File: src/design/usm_pkg.sv
// ============================================================================
// usm_pkg: shared types, constants and step functions of the UV sphere unit
// Holds the channel structs, the fixed-point angle constants, the arctangent
// table and the single-step functions used by the divider and CORDIC cells.
// ============================================================================
`default_nettype none

package usm_pkg;

    // Sizing
    localparam int CORDIC_STAGES = 16;
    localparam int COUNT_BITS    = 8;
    localparam int DIV_STEPS     = 33;

    localparam logic [7:0] COUNT_MASK = 8'((1 << COUNT_BITS) - 1);

    // Q30 angle constants
    localparam logic [32:0] HALF_PI_Q30       = 33'd1686629713;
    localparam logic [32:0] PI_Q30            = 33'd3373259426;
    localparam logic [32:0] THREE_HALF_PI_Q30 = 33'd5059889139;
    localparam logic [32:0] TWO_PI_Q30        = 33'd6746518852;
    localparam logic [32:0] CORDIC_GAIN       = 33'h0_26DD_3B6A;

    // Operation and result kinds
    localparam logic OP_VERTEX   = 1'b0;
    localparam logic OP_TRIANGLE = 1'b1;
    localparam logic KIND_VERTEX   = 1'b0;
    localparam logic KIND_TRIANGLE = 1'b1;

    // Configuration register indexes
    localparam logic [2:0] REG_STACK_COUNT  = 3'd0;
    localparam logic [2:0] REG_SECTOR_COUNT = 3'd1;
    localparam logic [2:0] REG_DIAMETER     = 3'd2;
    localparam logic [2:0] REG_CENTER_X     = 3'd3;
    localparam logic [2:0] REG_CENTER_Y     = 3'd4;
    localparam logic [2:0] REG_CENTER_Z     = 3'd5;

    typedef struct packed {
        logic       operation;
        logic [7:0] stack_index;
        logic [7:0] sector_index;
    } in_item_t;

    typedef struct packed {
        logic        kind;
        logic [18:0] pos_x;
        logic [18:0] pos_y;
        logic [18:0] pos_z;
        logic [15:0] tex_s;
        logic [15:0] tex_t;
        logic [15:0] index_a;
        logic [15:0] index_b;
        logic [15:0] index_c;
        logic        last;
    } out_item_t;

    typedef struct packed {
        logic [7:0]  stack_count;
        logic [7:0]  sector_count;
        logic [15:0] diameter;
        logic [15:0] center_x;
        logic [15:0] center_y;
        logic [15:0] center_z;
    } cfg_t;

    // Item data that rides alongside the arithmetic
    typedef struct packed {
        logic        kind;
        logic [15:0] k1;
        logic [15:0] k2;
        logic        has_a;
        logic        has_b;
    } tag_t;

    typedef struct packed {
        logic [7:0]  rem;
        logic [32:0] dq;
    } div_lane_t;

    // lanes: 0 stack angle, 1 sector angle, 2 tex_s, 3 tex_t
    typedef div_lane_t [3:0] div_quad_t;

    typedef struct packed {
        logic [32:0] x;
        logic [32:0] y;
        logic [32:0] z;
    } cordic_lane_t;

    // lanes: 0 stack angle, 1 sector angle
    typedef cordic_lane_t [1:0] cordic_pair_t;

    typedef struct packed {
        tag_t        tag;
        logic        neg;
        logic [15:0] tex_s;
        logic [15:0] tex_t;
    } cordic_side_t;

    typedef struct packed {
        tag_t        tag;
        logic [18:0] pos_x;
        logic [18:0] pos_y;
        logic [18:0] pos_z;
        logic [15:0] tex_s;
        logic [15:0] tex_t;
    } post_out_t;

    function automatic logic [31:0] atan_q30(input logic [4:0] k);
        logic [31:0] a;
        case (k)
            5'd0:  a = 32'h3243F6A8;
            5'd1:  a = 32'h1DAC6705;
            5'd2:  a = 32'h0FADBAFC;
            5'd3:  a = 32'h07F56EA6;
            5'd4:  a = 32'h03FEAB76;
            5'd5:  a = 32'h01FFD55B;
            5'd6:  a = 32'h00FFFAAA;
            5'd7:  a = 32'h007FFF55;
            5'd8:  a = 32'h003FFFEA;
            5'd9:  a = 32'h001FFFFD;
            5'd10: a = 32'h000FFFFF;
            5'd11: a = 32'h0007FFFF;
            5'd12: a = 32'h0003FFFF;
            5'd13: a = 32'h0001FFFF;
            5'd14: a = 32'h0000FFFF;
            5'd15: a = 32'h00007FFF;
            5'd16: a = 32'h00003FFF;
            5'd17: a = 32'h00001FFF;
            5'd18: a = 32'h00000FFF;
            5'd19: a = 32'h000007FF;
            5'd20: a = 32'h000003FF;
            5'd21: a = 32'h000001FF;
            5'd22: a = 32'h000000FF;
            5'd23: a = 32'h0000007F;
            default: a = 32'h0;
        endcase
        return a;
    endfunction

    // One restoring-division step: one quotient bit shifted in at the bottom
    function automatic div_lane_t div_step(input div_lane_t l, input logic [7:0] d);
        logic [8:0] t;
        div_lane_t  r;
        t = {l.rem, l.dq[32]};
        if (t >= {1'b0, d}) begin
            r.rem = 8'(t - {1'b0, d});
            r.dq  = {l.dq[31:0], 1'b1};
        end else begin
            r.rem = t[7:0];
            r.dq  = {l.dq[31:0], 1'b0};
        end
        return r;
    endfunction

    // One CORDIC rotation, floor shifts
    function automatic cordic_lane_t cordic_step(input cordic_lane_t l,
                                                 input logic [4:0] sh,
                                                 input logic [31:0] at);
        logic signed [32:0] xs;
        logic signed [32:0] ys;
        cordic_lane_t       r;
        xs = $signed(l.x) >>> sh;
        ys = $signed(l.y) >>> sh;
        if (!l.z[32]) begin
            r.x = 33'($signed(l.x) - ys);
            r.y = 33'($signed(l.y) + xs);
            r.z = 33'(l.z - {1'b0, at});
        end else begin
            r.x = 33'($signed(l.x) + ys);
            r.y = 33'($signed(l.y) - xs);
            r.z = 33'(l.z + {1'b0, at});
        end
        return r;
    endfunction

    // Clamp to the signed 19-bit position range
    function automatic logic [18:0] sat_pos(input logic signed [23:0] v);
        logic [18:0] r;
        if (v > 24'sd262143) begin
            r = 19'h3FFFF;
        end else if (v < -24'sd262144) begin
            r = 19'h40000;
        end else begin
            r = v[18:0];
        end
        return r;
    endfunction

endpackage

`default_nettype wire

File: src/design/usm_div_cell.sv
// ============================================================================
// usm_div_cell: one cell of the restoring divider chain
// Produces one quotient bit on each of four lanes and registers the result,
// handing the item tag on to the next cell.
// ============================================================================
`default_nettype none

module usm_div_cell (
    input  wire logic              aclk,
    input  wire logic              aresetn,
    input  wire logic              en,
    input  wire logic [7:0]        stack_div,
    input  wire logic [7:0]        sector_div,
    input  wire logic              valid_in,
    input  wire usm_pkg::tag_t     tag_in,
    input  wire usm_pkg::div_quad_t lanes_in,
    output logic                   valid_out,
    output usm_pkg::tag_t          tag_out,
    output usm_pkg::div_quad_t     lanes_out
);

    logic               valid_reg;
    usm_pkg::tag_t      tag_reg;
    usm_pkg::div_quad_t lanes_reg;
    usm_pkg::div_quad_t lanes_next;

    // stack divisor on angle u and tex_t, sector divisor on angle v and tex_s
    always_comb begin
        lanes_next[0] = usm_pkg::div_step(lanes_in[0], stack_div);
        lanes_next[1] = usm_pkg::div_step(lanes_in[1], sector_div);
        lanes_next[2] = usm_pkg::div_step(lanes_in[2], sector_div);
        lanes_next[3] = usm_pkg::div_step(lanes_in[3], stack_div);
    end

    always_ff @(posedge aclk) begin
        if (!aresetn) begin
            valid_reg <= 1'b0;
        end else if (en) begin
            valid_reg <= valid_in;
        end
    end

    always_ff @(posedge aclk) begin
        if (en) begin
            tag_reg   <= tag_in;
            lanes_reg <= lanes_next;
        end
    end

    assign valid_out = valid_reg;
    assign tag_out   = tag_reg;
    assign lanes_out = lanes_reg;

endmodule

`default_nettype wire

File: config.mk
export PLATFORM = sky130hd
export DESIGN_NAME = usm_div_cell
export DESIGN_NICKNAME = d
export VERILOG_FILES = /design/src/design/usm_pkg.sv /design/src/design/usm_div_cell.sv
export SDC_FILE = /design/constraint.sdc
export NUM_CORES = 1
export LEC_CHECK = 0
export ABC_AREA = 0
export BUFFER_PORTS_ARGS = -buffer_cell sky130_fd_sc_hd__buf_2
export CELL_PAD_IN_SITES_DETAIL_PLACEMENT = 1
export CELL_PAD_IN_SITES_GLOBAL_PLACEMENT = 1
export CORE_AREA = 2 2 162 164
export DETAILED_ROUTE_END_ITERATION = 8
export DIE_AREA = 0 0 164 166
export PLACE_DENSITY = 0.79
export SLEW_MARGIN = 20
export SYNTH_ARGS = -nofsm -noshare
export SYNTH_HDL_FRONTEND = slang
export SYNTH_SLANG_ARGS = --single-unit
File: constraint.sdc
create_clock -name aclk -period 3.1 [get_ports aclk]
set_clock_uncertainty 0.2 [all_clocks]
set_input_delay 0.155 -clock aclk [delete_from_list [all_inputs] [get_ports aclk]]
set_output_delay 0.155 -clock aclk [all_outputs]
set_load 0.01 [all_outputs]
==> impl_metrics.env <==
export IMPL_status="finished clean"
export IMPL_tightest_slew_ns=0.6468
export IMPL_cts_root_buffer="clkbuf_16"
export IMPL_hold_class="in2reg"
export IMPL_crit_fanout=9
export IMPL_grtUsageTotal_pct=21.89
export IMPL_synth_area_sq_um=7848
export IMPL_port_buffers=418
export IMPL_num_fill_cells=2701
export IMPL_fin_tns_setup_ns=0
export IMPL_relSlewSlack_pct=56.88
export IMPL_vias_per_cell=4.548
export IMPL_first_iter_violations=300
export IMPL_path_class="in2reg"
export IMPL_synth_most_common_cell="edfxtp_1"
export IMPL_leakage_nw=5.653
export IMPL_fp_dieArea_sq_um=27220
export IMPL_area_growth_pct=66.23
export IMPL_place_congestion=0.7820
export IMPL_ys_top_cells_by_count="edfxtp_1 (199), ha_1 (32), inv_1 (28)"
export IMPL_synth_top_cell_area_share_pct=76.15
export IMPL_cp_slowest_stage_delay_ns=0.58
export IMPL_cts_resized_gates=0
export IMPL_nets=1332
export IMPL_cp_arrival_ns=2.94
export IMPL_required_ns=3.07
export IMPL_drc=0
export IMPL_ys_types=38
export IMPL_critPathBufInv=4
export IMPL_start_util_pct=30.64
export IMPL_routed_via_count=6504
export IMPL_synth_area_per_cell_sq_um=17.92
export IMPL_cts_max_level=4
export IMPL_cp_start_kind="input pin"
export IMPL_end_kind="flop"
export IMPL_clock_sinks=200
export IMPL_wire_per_inst_um=21.24
export IMPL_core_sq_um=25620
export IMPL_synth_seq_area_share_pct=76.40
export IMPL_synthFlopType="edfxtp_1"
export IMPL_finalCriticalPeriod_ns=2.971
export IMPL_dr_pass1_iters=4
export IMPL_slew_violations=0
export IMPL_design_area_sq_um=13050
export IMPL_synth_edf_count=199
export IMPL_fmax_ghz=0.3366
export IMPL_cts_max_path_buffers=2
export IMPL_post_cts_setup_buffers=0
export IMPL_rows=59
export IMPL_die_h_um=166
export IMPL_yosys_area_top_type="edfxtp_1"
export IMPL_drive_above_1_share_pct=44.40
export IMPL_setup_viol=0
export IMPL_worstSkewPairLatency_ns=0.42
export IMPL_cap_violations=0
export IMPL_cts_tree="built"
export IMPL_numCtsBuffers=17
export IMPL_antenna_found_initial=6
export IMPL_p_per_area_nw_per_um2=529.8
export IMPL_io_pins=419
export IMPL_synth_seq_cells=200
export IMPL_synth_area_leaders="edfxtp_1 (76%), ha_1 (5.1%), mux2_2 (3.2%), mux2i_1 (1.5%), inv_1 (1.3%)"
export IMPL_grt_pass1_wl_mm=44.24
export IMPL_rrSetupSlack_ns=1.68
export IMPL_finalCritPeriodShare_pct=95.83
export IMPL_crit_slowest_cell="dlygate4sd3_1"
export IMPL_async_flop_share_pct=0
export IMPL_dieWidth_um=164
export IMPL_placed_area_sq_um=10420
export IMPL_hold_viol_final=0
export IMPL_clk_pin_slew_ns=0.08
export IMPL_ant_nets=0
export IMPL_vdd_drop_max_uv=266.0
export IMPL_crit_family="buffers and inverters"
export IMPL_hpwl_mm=19.78
export IMPL_path_common_cell="dlygate4sd3_1"
export IMPL_crit_chain="dlygate4sd3_1 > buf_2 > inv_1 > ha_1 > nand2b_1 > a21boi_0 > o211ai_1 > a311o_1 > mux2i_1 > dlygate4sd3_1"
export IMPL_postSynthNetCount=693
export IMPL_grt_overflow_total=0
export IMPL_grt_max_degree=59
export IMPL_synthCells=438
export IMPL_drt_total_wl_mm=30.37
export IMPL_ys_warn_count=0
export IMPL_grt_pass1_vias=7356
export IMPL_rsz0062_at_grt="no"
worst reg2reg max path: cells and delay by family (launching register included):
kind,cells,cell delay (ns)
flops,1,0.33
simple gates,1,0.08
buf+inv,1,0.55
mux,1,0.15
sequential cells by signal (all words and copies together) (netlist names):
signal and flops:
lanes_out 164, valid_out 1, tag_out 35
cell usage in the layout (no fill, tap or decap), types with 8 or more instances in the layout:
cell type / count
clkbuf_16: 17
ha_1: 32
buf_2: 417
o21ai_0: 15
inv_1: 28
mux2i_1: 12
xnor2_1: 10
a21oi_1: 14
dlygate4sd3_1: 199
nor2b_1: 10
edfxtp_1: 199
mux2_2: 22
nor2_1: 17
nand3_1: 8
worst paths after layout:
| check | startpoint | endpoint | depth (start not counted) |
|---|---|---|---|
| worst max-delay path | lanes_in[32] | lanes_out[33] | 10 |
| worst min-delay path | lanes_in[81] | lanes_out[81] | 4 |
| worst max register to register | valid_out | valid_out | 3 |
| worst min register to register | valid_out | valid_out | 3 |
layout make-up:
| class | count | area (sq um) | area share, % |
|---|---|---|---|
| repair buffers | 623 | 4163 | 31.91 |
| multi-input cells | 207 | 1733 | 13.28 |
| inverters | 28 | 105.1 | 0.8057 |
| well taps | 335 | 419.2 | 3.213 |
| clock inverters | 15 | 191.4 | 1.467 |
| clock buffers | 17 | 425.4 | 3.261 |
| diodes | 5 | 12.51 | 0.09591 |
| flip-flops and latches | 200 | 5996 | 45.96 |
power by group:
part | internal [mW] | switching (mW) | leakage (nW)
clock network | 1.11 | 1.20 | 0.297
logic | 0.621 | 0.636 | 3.40
registers | 3.26 | 0.0843 | 1.96
total | 4.99 | 1.92 | 5.65
what timing repair did:
action / in CTS / in global routing
setup endpoints to repair: 0 / 1
hold endpoints to repair: 195 / 0
hold buffers: 199 / 0
layer usage:
| layer | vias up | track usage [%] | wire length (um) |
|---|---|---|---|
| met4 | 2 | 9.306 | 1110 |
| met3 | 60 | 5.070 | 1869 |
| met5 | - | 0 | 8 |
| met2 | 288 | 39.97 | 16110 |
| li1 | 2978 | - | - |
| met1 | 3176 | 24.09 | 11270 |
kinds of logic after synthesis:
group / after synthesis / share of synthesized area, %
flops: 200 / 76.40
buf+inv: 31 / 1.515
compound gates: 63 / 5.676
mux: 34 / 4.688
xor+xnor: 14 / 1.562
simple gates: 60 / 4.034
fa+ha+maj: 36 / 6.122
per-stage QoR:
step / hold slack, ns / instances / power (mW) / util [%] / setup WS [ns]
finish: 0.04526 / 1430 / 6.912 / 50.93 / 0.1293
floorplan: 0.05387 / 438 / 3.838 / - / 0.6893
CTS: 0.0006866 / 1425 / 6.921 / 50.88 / 0.1498
global route: 0.05122 / 1430 / 7.180 / 50.93 / 0.00006173
detailed placement: 0.1333 / 1194 / 4.404 / 40.69 / 0.3333
global placement: 0.1313 / 1194 / 4.356 / 40.69 / 0.4172
(Power assumes the default switching activity.)
